--- config.mk ---
export PLATFORM = sky130hd
export DESIGN_NAME = hash_tag_generator
export DESIGN_NICKNAME = d
export VERILOG_FILES = /design/src/rtl/htg_pkg.sv /design/src/rtl/htg_hash_core.sv /design/src/rtl/htg_tag_emit.sv /design/src/rtl/hash_tag_generator.sv
export SDC_FILE = /design/constraint.sdc
export NUM_CORES = 1
export LEC_CHECK = 0
export ABC_AREA = 1
export BUFFER_PORTS_ARGS = -buffer_cell sky130_fd_sc_hd__buf_2
export CELL_PAD_IN_SITES_DETAIL_PLACEMENT = 1
export CELL_PAD_IN_SITES_GLOBAL_PLACEMENT = 1
export CORE_UTILIZATION = 28
export DETAILED_ROUTE_END_ITERATION = 6
export GPL_TIMING_DRIVEN = 0
export PLACE_DENSITY = 0.59
export SYNTH_ARGS = -nofsm -noshare
export SYNTH_HDL_FRONTEND = slang
export SYNTH_SLANG_ARGS = --single-unit
--- constraint.sdc ---
create_clock -name clock -period 4.15 [get_ports clock]
set_clock_uncertainty 0.05 [all_clocks]
set_input_delay 0.415 -clock clock [delete_from_list [all_inputs] [get_ports clock]]
set_output_delay 0.415 -clock clock [all_outputs]
set_load 0.005 [all_outputs]
--- src/rtl/htg_pkg.sv ---
// Shared types, constants and hash functions for the hash tag generator.
// No dependencies; used by every module under rtl/.
package htg_pkg;

   localparam logic [7:0] TAG_MARK   = 8'h23;   // '#'
   localparam logic [7:0] CHAR_ZERO  = 8'h30;   // '0'
   localparam logic [7:0] CHAR_ALPHA = 8'h41;   // 'A'

   localparam logic MODE_ABSORB = 1'b0;
   localparam logic MODE_FINISH = 1'b1;

   // One accepted request word: absorb a byte or finish the message.
   typedef struct packed {
      logic       valid;
      logic       mode;
      logic [7:0] data;
   } req_word_type;

   // Mixed hash handed from the hash core to the tag emitter.
   typedef struct packed {
      logic        valid;
      logic [31:0] hash;
   } load_word_type;

   function automatic logic [31:0] absorb_byte(input logic [31:0] h, input logic [7:0] b);
      logic [31:0] t;
      t = h + {{24{b[7]}}, b};
      t = t + (t << 10);
      t = t ^ (t >> 6);
      return t;
   endfunction

   function automatic logic [31:0] final_mix(input logic [31:0] h);
      logic [31:0] t;
      t = h + (h << 3);
      t = t ^ (t >> 11);
      t = t + (t << 15);
      return t;
   endfunction

   // Position of the highest nonzero nibble; zero for a zero hash.
   function automatic logic [2:0] top_nibble(input logic [31:0] h);
      logic [2:0] idx;
      idx = 3'd0;
      for (int k = 1; k < 8; k++) begin
         if (h[k*4 +: 4] != 4'd0) begin
            idx = 3'(k);
         end
      end
      return idx;
   endfunction

   function automatic logic [7:0] hex_char(input logic [3:0] nib);
      logic [7:0] c;
      if (nib < 4'd10) begin
         c = CHAR_ZERO + {4'd0, nib};
      end else begin
         c = CHAR_ALPHA + {4'd0, nib} - 8'd10;
      end
      return c;
   endfunction

endpackage

--- src/rtl/htg_hash_core.sv ---
// Running one-at-a-time hash register: absorbs bytes, applies the final mix
// on finish and clears. Depends on htg_pkg.
module htg_hash_core (
   input  logic                  clock,
   input  logic                  reset,
   input  htg_pkg::req_word_type item,
   output htg_pkg::load_word_type load
);

   logic [31:0] hash_ff;
   logic [31:0] hash_in;

   always_comb begin
      hash_in = hash_ff;
      if (item.valid) begin
         if (item.mode == htg_pkg::MODE_FINISH) begin
            hash_in = 32'd0;
         end else begin
            hash_in = htg_pkg::absorb_byte(hash_ff, item.data);
         end
      end
   end

   assign load.valid = item.valid && (item.mode == htg_pkg::MODE_FINISH);
   assign load.hash  = htg_pkg::final_mix(hash_ff);

   always_ff @(posedge clock) begin
      if (reset) begin
         hash_ff <= 32'd0;
      end else begin
         hash_ff <= hash_in;
      end
   end

endmodule

--- src/rtl/htg_tag_emit.sv ---
// Tag emitter: holds one mixed hash and sends '#' and its hex digits, one
// word per cycle while rsp_stall is low, from registers. Depends on htg_pkg.
module htg_tag_emit (
   input  logic                   clock,
   input  logic                   reset,
   input  htg_pkg::load_word_type load,
   output logic                   emit_free,
   output logic                   rsp_valid,
   input  logic                   rsp_stall,
   output logic [7:0]             rsp_tag_char,
   output logic                   rsp_last_char
);

   logic        busy_ff, busy_in;
   logic        hdr_ff, hdr_in;
   logic [2:0]  pos_ff, pos_in;
   logic [31:0] hash_ff, hash_in;
   logic        take;

   assign take = busy_ff && !rsp_stall;

   always_comb begin
      busy_in = busy_ff;
      hdr_in  = hdr_ff;
      pos_in  = pos_ff;
      hash_in = hash_ff;
      if (take) begin
         if (hdr_ff) begin
            hdr_in = 1'b0;
         end else if (pos_ff == 3'd0) begin
            busy_in = 1'b0;
         end else begin
            pos_in = pos_ff - 3'd1;
         end
      end
      if (load.valid) begin
         busy_in = 1'b1;
         hdr_in  = 1'b1;
         hash_in = load.hash;
         pos_in  = htg_pkg::top_nibble(load.hash);
      end
   end

   always_ff @(posedge clock) begin
      if (reset) begin
         busy_ff <= 1'b0;
         hdr_ff  <= 1'b0;
         pos_ff  <= 3'd0;
      end else begin
         busy_ff <= busy_in;
         hdr_ff  <= hdr_in;
         pos_ff  <= pos_in;
      end
   end

   always_ff @(posedge clock) begin
      hash_ff <= hash_in;
   end

   // Free now, or the last word leaves this cycle.
   assign emit_free = !busy_ff || (take && !hdr_ff && (pos_ff == 3'd0));

   assign rsp_valid     = busy_ff;
   assign rsp_tag_char  = hdr_ff ? htg_pkg::TAG_MARK
                                 : htg_pkg::hex_char(hash_ff[{pos_ff, 2'b00} +: 4]);
   assign rsp_last_char = !hdr_ff && (pos_ff == 3'd0);

endmodule

--- src/rtl/hash_tag_generator.sv ---
// Hash tag generator top level: input register, hash core and tag emitter.
// Depends on htg_pkg, htg_hash_core and htg_tag_emit.
//
// Each absorb word folds one byte into the running hash, so bytes stream in at
// one per cycle while no finish waits in the input register. A finish word
// hands the mixed hash to the tag emitter, which sends '#' and then 1 to 8 hex
// digits, one word per cycle while rsp_stall is low, the last one marked. Bytes
// of the next message keep flowing in while a tag is sent; a second finish
// waits in the input register until the emitter's single tag register is free.
module hash_tag_generator (
   input  logic       clock,
   input  logic       reset,
   input  logic       req_valid,
   output logic       req_stall,
   input  logic       req_mode,
   input  logic [7:0] req_data_byte,
   output logic       rsp_valid,
   input  logic       rsp_stall,
   output logic [7:0] rsp_tag_char,
   output logic       rsp_last_char
);

   htg_pkg::req_word_type  in_ff, in_in;
   htg_pkg::req_word_type  item;
   htg_pkg::load_word_type load;
   logic                   emit_free;
   logic                   stage_go;
   logic                   req_take;

   // A finish may leave the input register only when the emitter can load it.
   assign stage_go  = (in_ff.mode == htg_pkg::MODE_ABSORB) || emit_free;
   assign req_stall = in_ff.valid && !stage_go;
   assign req_take  = req_valid && !req_stall;

   always_comb begin
      in_in = in_ff;
      if (req_take) begin
         in_in.valid = 1'b1;
         in_in.mode  = req_mode;
         in_in.data  = req_data_byte;
      end else if (stage_go) begin
         in_in.valid = 1'b0;
      end
   end

   always_ff @(posedge clock) begin
      if (reset) begin
         in_ff.valid <= 1'b0;
      end else begin
         in_ff.valid <= in_in.valid;
      end
      in_ff.mode <= in_in.mode;
      in_ff.data <= in_in.data;
   end

   always_comb begin
      item       = in_ff;
      item.valid = in_ff.valid && stage_go;
   end

   htg_hash_core u_hash (
      .clock (clock),
      .reset (reset),
      .item  (item),
      .load  (load)
   );

   htg_tag_emit u_emit (
      .clock         (clock),
      .reset         (reset),
      .load          (load),
      .emit_free     (emit_free),
      .rsp_valid     (rsp_valid),
      .rsp_stall     (rsp_stall),
      .rsp_tag_char  (rsp_tag_char),
      .rsp_last_char (rsp_last_char)
   );

   a_stall_on_finish: assert property (@(posedge clock) disable iff (reset)
      req_stall |-> (in_ff.valid && (in_ff.mode == htg_pkg::MODE_FINISH)))
      else $error("input stalled without a pending finish");

   a_load_when_free: assert property (@(posedge clock) disable iff (reset)
      load.valid |-> (!rsp_valid || (!rsp_stall && rsp_last_char)))
      else $error("tag loaded over a tag still being sent");

   a_mark_not_last: assert property (@(posedge clock) disable iff (reset)
      (rsp_valid && rsp_last_char) |-> (rsp_tag_char != htg_pkg::TAG_MARK))
      else $error("tag ended on its mark character");

   a_idle_after_last: assert property (@(posedge clock) disable iff (reset)
      (rsp_valid && !rsp_stall && rsp_last_char && !load.valid) |=> !rsp_valid)
      else $error("result word sent after the last character");

endmodule

==> impl_metrics.json, run 1 <==
{
  "drt_iter0_drc": 448,
  "required_arrival_time_at_the_worst_endpoint_ns": 4.31,
  "yosys_most_used_dff": "edfxtp_1",
  "drcViolationCount": 0,
  "synth-edff-count": 41,
  "dp.final_hpwl_um": 30110,
  "timing.critical_path.buf_inv": 3,
  "number_of_h_tree_levels": 3,
  "grt_pass1_wl_um": 58940,
  "arrival_worst_endpoint_ns": 4.38,
  "drive_above_1_share": 0.3134,
  "antenna_cells_inserted": 0,
  "hold_slack_ns": 0.1708,
  "synth_fp_nets": 1622,
  "grt_util_all_layers": 0.2161,
  "placement_rows": 67,
  "worst_path_largest_cell_delay_ns": 0.39,
  "worstSkewPairLatency_ns": 0.37,
  "initial_utilization": 0.2849,
  "route.vias.total": 10524,
  "clock-root-buffer": "clkbuf_16",
  "first_global_vias": 10617,
  "crit_path_max_fanout": 4,
  "grt_overflow": 0,
  "drtAntennaViolNets": 0,
  "synthArstFlopShare": 0,
  "floorplan.core_area_um2": 33620,
  "timing.final.setup_violations": 10,
  "pre_cts_slack_ns": -1.332,
  "tritoncts.num_buffers": 9,
  "yosysUniqueCellTypes": 53,
  "buffer_ports.inserted": 21,
  "min_period_ns": 4.221,
  "yosys.area.top_type": "nand2_1",
  "setup.worst_path.end_class": "flip-flop",
  "synth_sequential_area_ratio": 0.2080,
  "worst_slack_ns": -0.07087,
  "synth_top_cell_area_share": 0.1705,
  "crit_path_frequent_cell": "nand2_2",
  "violations": "negative setup slack",
  "grt_start_max_net_pins": 35,
  "rsz0062_at_grt": "true",
  "tritoncts": "built",
  "boundaryPins": 24,
  "synth_area_leaders": "nand2_1 (17%), ha_1 (13%), edfxtp_1 (13%), inv_1 (8.3%), dfxtp_1 (7.9%)",
  "timing.critical_path.max_delay_family": "simple AND/OR/NAND/NOR gates",
  "avgRoutedWirePerCell_um": 18.47,
  "outcome": "complete, but fails checks",
  "floorplan.die.height_um": 187.0,
  "critPathLaunchType": "flip-flop",
  "min-delay-path-class": "input port to flip-flop",
  "design.die.area_um2": 34950,
  "grt_antenna_before_repair": 0,
  "postSynthRegisterBits": 79,
  "final_nets": 1751,
  "post_drt_via_cell_ratio": 5.040,
  "setup.worst_path.class": "flip-flop to flip-flop",
  "clkSinkCount": 79,
  "syn-instance-count": 1506,
  "cts_hold_buf": 0,
  "horizontal_die_dimension_um": 187.0,
  "final-max-slew-violation-count": 0,
  "min_period_over_period": 1.017,
  "yosysMostFrequentCell": "nand2_1",
  "slowest_stage_cell_crit_path": "edfxtp_1",
  "synth.cells.most_frequent": "nand2_1 (435), inv_1 (211), nand3_1 (138), a21oi_1 (125), nor2_1 (103)",
  "place_congestion": 0.9199,
  "worst-slew-pin-transition_ns": 0.8804,
  "clkSlewWorstSetupHoldPaths_ns": 0.06,
  "total_wire_length_after_detailed_routing_um": 38560,
  "per_instance_average_area_after_synthesis_um2": 6.360,
  "final_count_of_hold_timing_violations": 0,
  "cts-root-to-sink-buffers": 2,
  "areaGrowthSynthToFinish_pct": 41.53,
  "post_synthesis_instance_area_um2": 9578,
  "synth-warning-count": 0,
  "max_cap_viol_count": 0,
  "clock.fmax_mhz": 236.9,
  "worst_slew_margin_rel": 0.4130,
  "first_pass_iters": 4
}
==> final cells by class <==
class	count	area (µm²)
clock inverters	6	60.06
inverters	216	813.3
fillers	4148	20060
repair buffers	118	953.4
well taps	448	560.5
plain buffers	17	70.07
multi-input cells	1194	8797
flip-flops and latches	79	2072
clock buffers	10	229.0
==> flip-flops by register name, indices dropped and copies added (netlist names) <==
register and cells:
u_hash.hash_ff 32, in_ff 10, u_emit.rsp_valid 1, u_emit.hdr_ff 1, u_emit.pos_ff 3, u_emit.hash_ff 32
==> metal layers <==
layer | part of all wire | wire length [µm] | up-vias | track usage
met5 | 0 | 0 | - | 0
met2 | 0.47 | 18040 | 146 | 0.3561
li1 | - | - | 5220 | -
met1 | 0.48 | 18580 | 5113 | 0.2931
met3 | 0.029 | 1124 | 45 | 0.03002
met4 | 0.021 | 816 | 0 | 0.06084
==> placed cells by master, fill, tap and decap left out, types with 8 or more instances in the layout <==
master / n
a21o_1: 17
inv_2: 17
clkbuf_1: 14
o21ai_2: 10
nand4_1: 17
inv_1: 195
xor2_2: 9
a21oi_2: 38
dfxtp_4: 20
a21oi_4: 11
clkbuf_16: 10
nor2_4: 8
nor3_1: 8
nand3_2: 30
nor2_2: 14
o21ai_0: 35
nand2_2: 66
xnor2_1: 9
ha_2: 8
edfxtp_1: 41
xnor2_2: 8
buf_2: 23
or2_2: 11
nand3_4: 8
buf_4: 80
ha_4: 49
nor2_1: 90
nand2_4: 13
nand2_1: 372
a21oi_1: 78
dfxtp_1: 14
nand3_1: 105
o21bai_1: 10
xor2_4: 11
buf_6: 12
xor2_1: 34
ha_1: 42
==> path summary, 6_finish.rpt <==
| kind | from | to | cells after the start | slack, ns |
|---|---|---|---|---|
| min reg2reg | u_hash.hash_ff[1]$_SDFFE_PP0P_ | u_hash.hash_ff[1]$_SDFFE_PP0P_ | 2 | 0.46 |
| max | in_ff[0]$_DFFE_PP_ | u_hash.hash_ff[18]$_SDFFE_PP0P_ | 26 | -0.07 |
| max reg2reg | in_ff[0]$_DFFE_PP_ | u_hash.hash_ff[18]$_SDFFE_PP0P_ | 26 | -0.07 |
| min | req_data_byte[6] | in_ff[6]$_DFFE_PP_ | 1 | 0.17 |
==> stage by stage <==
step / utilization / instances / instance area, µm² / setup TNS, ns
2_1_floorplan: - / 1506 / 9578 / 0
3_3_place_gp: 0.3047 / 1975 / 10240 / -31.25
3_5_place_dp: 0.3047 / 1975 / 10240 / -31.58
4_1_cts: 0.3682 / 2051 / 12380 / -0.4222
5_1_grt: 0.4032 / 2088 / 13560 / -3.874
6_report: 0.4032 / 2088 / 13560 / -0.4233
==> repair_timing <==
item,CTS,global route
buffers inserted,60,38
pin swaps,92,103
resized for setup,303,181
endpoints found under the setup margin,36,30
cloned,0,1
hold endpoints to repair,0,0
==> kinds of logic (layout without fill, tap and decap cells) <==
kind of cell | count (synthesis) | in the layout | synth area share
AO/OA/AOI/OAI | 248 | 248 | 0.1471
XOR/XNOR | 74 | 74 | 0.06845
adder cells (fa/ha/maj) | 103 | 103 | 0.1377
buffers and inverters | 233 | 367 | 0.09197
flip-flops | 79 | 79 | 0.2080
other | 1 | 1 | 0.0003915
AND/OR/NAND/NOR | 768 | 768 | 0.3464
==> worst reg2reg max path, stage by stage, from the launching register on <==
cell	delay [ns]
edfxtp_1	0.39
ha_4	0.17
inv_4	0.03
fa_2	0.33
nand3b_1	0.18
nand2_2	0.10
nand2_2	0.06
nand2_2	0.09
nand2_2	0.06
nand2_2	0.08
a21oi_4	0.07
o21ai_4	0.22
a21oi_4	0.14
o21ai_2	0.20
xor2_1	0.16
buf_4	0.16
ha_4	0.23
nand2_4	0.10
o21ai_1	0.11
a21oi_1	0.20
nand2_1	0.13
or2_4	0.25
nand2_2	0.07
inv_2	0.06
or2_2	0.28
nand3_2	0.08
a21oi_1	0.07
Power of run 1 is left out: the tool's default activity adds up to more than one toggle a clock period on the data nets, which glitch-free logic cannot reach.
==> run 2: changes to the inputs <==
Settings changed: ABC_AREA 1 to default, PLACE_DENSITY 0.59 to default, PLACE_DENSITY_LB_ADDON from default to 0.1, SLEW_MARGIN from default to 20.
==> impl_metrics.json, run 2 <==
{
  "setup.worst_path.end_class": "flip-flop",
  "avgRoutedWirePerCell_um": 19.93,
  "worst_slack_ns": -0.9834,
  "hold_slack_ns": 0.1849,
  "timing.critical_path.buf_inv": 1,
  "violations": "negative setup slack",
  "fillCellCount": 3273,
  "largestRegisters": "u_emit.hash_ff: 32 flops, u_hash.hash_ff: 32 flops, in_ff: 10 flops",
  "area.sequential_um2": 2042,
  "mostFrequentLayoutCell": "nor2_1",
  "grt_util_all_layers": 0.1901,
  "floorplan.core_area_um2": 28860,
  "multi_input_area_um2": 7680,
  "design.die.area_um2": 30230,
  "yosys.area.top_type": "ha_1",
  "grt_pass1_wl_um": 44990,
  "rsz0062_at_grt": "true",
  "max_cap_viol_count": 0,
  "clock.fmax_mhz": 194.8,
  "postSynthRegisterBits": 79,
  "drcViolationCount": 0,
  "worstSkewPairLatency_ns": 0.35,
  "grt_start_max_net_pins": 34,
  "initial_utilization": 0.2866,
  "antenna_cells_inserted": 0,
  "cts_hold_buf": 0,
  "drive_above_1_share": 0.3622,
  "horizontal_die_dimension_um": 173.9,
  "crit_path_max_fanout": 8,
  "floorplan.die.height_um": 173.9,
  "worst_slew_margin_rel": 0.2878,
  "synth_area_leaders": "ha_1 (15%), edfxtp_1 (15%), dfxtp_1 (9.2%), xnor2_1 (7.8%), xor2_1 (5.7%)",
  "tritoncts": "built",
  "final_nets": 1163,
  "clkSinkCount": 79,
  "critPathLaunchType": "flip-flop",
  "cell_breakdown_of_the_critical_path": "buf_12 -> ha_1 -> nand2_2 -> o211ai_1 -> a21oi_2 -> a31oi_4 -> or4_4 -> a31o_4 -> a21oi_4 -> xnor2_2 -> ha_4 -> and3_4 -> a221oi_2 -> o21ai_1 -> a31oi_2 -> o21ai_2 -> o41a_1 -> a31oi_4 -> xnor2_2 -> xor2_1 -> a22o_1",
  "worst_path_largest_cell_delay_ns": 0.50,
  "place_congestion": 0.8236,
  "yosys_most_used_dff": "edfxtp_1",
  "min-delay-path-class": "input port to flip-flop",
  "final_count_of_hold_timing_violations": 0,
  "post_drt_via_cell_ratio": 5.244,
  "first_global_vias": 7745,
  "route.vias.total": 7530,
  "grt_antenna_before_repair": 0,
  "synth_fp_nets": 1049,
  "tritoncts.num_buffers": 9,
  "clkSlewWorstSetupHoldPaths_ns": 0.07,
  "post_synthesis_instance_area_um2": 8270,
  "buffer_ports.inserted": 21,
  "setup.worst_path.class": "flip-flop to flip-flop",
  "commonest_cells_after_routing_fill_and_taps_aside": "nor2_1 (79), buf_4 (70), ha_1 (66)",
  "per_instance_average_area_after_synthesis_um2": 8.864,
  "setup-tns-final_ns": -17.86,
  "synth.cells.most_frequent": "ha_1 (99), nor2_1 (89), xnor2_1 (74), a21oi_1 (72)",
  "drtAntennaViolNets": 0,
  "clock-root-buffer": "clkbuf_16",
  "timing.critical_path.max_delay_family": "compound AO/OA/AOI/OAI gates",
  "worst-slew-pin-transition_ns": 1.053,
  "boundaryPins": 24,
  "outcome": "complete, but fails checks",
  "timing.final.setup_violations": 33,
  "synthArstFlopShare": 0,
  "yosysMostFrequentCell": "ha_1",
  "synth-edff-count": 41,
  "final-max-slew-violation-count": 0,
  "synth_sequential_area_ratio": 0.2408,
  "required_arrival_time_at_the_worst_endpoint_ns": 4.34,
  "placement_rows": 62,
  "areaGrowthSynthToFinish_pct": 39.74,
  "drt_iter0_drc": 350,
  "synth-warning-count": 0,
  "synth_top_cell_area_share": 0.1498,
  "arrival_worst_endpoint_ns": 5.33,
  "number_of_h_tree_levels": 3,
  "first_pass_iters": 4,
  "grt_overflow": 0,
  "slowest_stage_cell_crit_path": "edfxtp_1",
  "dp.final_hpwl_um": 22290,
  "min_period_over_period": 1.237,
  "yosysUniqueCellTypes": 77,
  "syn-instance-count": 933,
  "cts-root-to-sink-buffers": 2,
  "total_wire_length_after_detailed_routing_um": 28620,
  "min_period_ns": 5.133
}
==> run 2: cell types whose count changed in the layout (fill, tap and decap cells not counted), sizes merged, moves of 17 or more <==
cell,delta
a21oi,-52
a22oi,+26
nor2,-22
nand3,-125
nand2,-397
nand2b,+17
xnor2,+54
inv,-176
==> run 2: timing repair <==
action | CTS | global route
endpoints found under the hold margin | 0 | 0
setup endpoints to repair | 39 | 41
pin swaps | 81 | 82
gates resized for setup | 202 | 81
buffers inserted | 53 | 34
==> run 2: cell families after synthesis <==
| family | Yosys count | share of synthesized area |
|---|---|---|
| adder cells (fa/ha/maj) | 103 | 0.1595 |
| flip-flops | 79 | 0.2408 |
| buffers and inverters | 55 | 0.02542 |
| AO/OA/AOI/OAI | 283 | 0.2337 |
| XOR/XNOR | 134 | 0.1520 |
| AND/OR/NAND/NOR | 263 | 0.1576 |
| other | 1 | 0.0004534 |
| multiplexers | 15 | 0.03041 |
==> run 2: layer usage <==
layer / vias to the layer above / global-route usage / part of all wire / wire, µm
li1: 3710 / - / - / -
met2: 67 / 0.3137 / 0.47 / 13550
met4: 0 / 0.03253 / 0.0086 / 245
met1: 3737 / 0.2675 / 0.50 / 14170
met5: - / 0 / 0 / 0
met3: 16 / 0.02325 / 0.023 / 650
==> run 2: cell type report <==
cell class              instances  share of cell area
plain buffers                  17            0.008444
inverters                      36             0.01169
repair buffers                105             0.06929
multi-input cells             799              0.6645
well taps                     384             0.04157
clock inverters                 6            0.008011
clock buffers                  10             0.01981
flip-flops and latches         79              0.1767
==> run 2: path summary, 6_finish.rpt <==
| path | startpoint | to | slack, ns | cells past startpoint |
|---|---|---|---|---|
| worst min register to register | in_ff[9]$_SDFFE_PP0P_ | u_emit.rsp_valid$_SDFFE_PP0P_ | 0.47 | 2 |
| worst max register to register | in_ff[7]$_DFFE_PP_ | u_hash.hash_ff[25]$_SDFFE_PP0P_ | -0.98 | 21 |
| worst max-delay path | in_ff[7]$_DFFE_PP_ | u_hash.hash_ff[25]$_SDFFE_PP0P_ | -0.98 | 21 |
| worst min-delay path | req_data_byte[0] | in_ff[0]$_DFFE_PP_ | 0.18 | 1 |
==> run 2: per-stage QoR <==
| stage | cells | area, µm² | utilization | setup WS, ns |
|---|---|---|---|---|
| floorplan | 933 | 8517 | - | -0.8410 |
| global placement | 1338 | 9102 | 0.3154 | -2.098 |
| detailed placement | 1338 | 9107 | 0.3156 | -2.046 |
| CTS | 1406 | 10880 | 0.3771 | -1.152 |
| global route | 1436 | 11560 | 0.4005 | -1.249 |
| finish | 1436 | 11560 | 0.4005 | -0.9834 |
Power of run 2 is left out for the same reason.
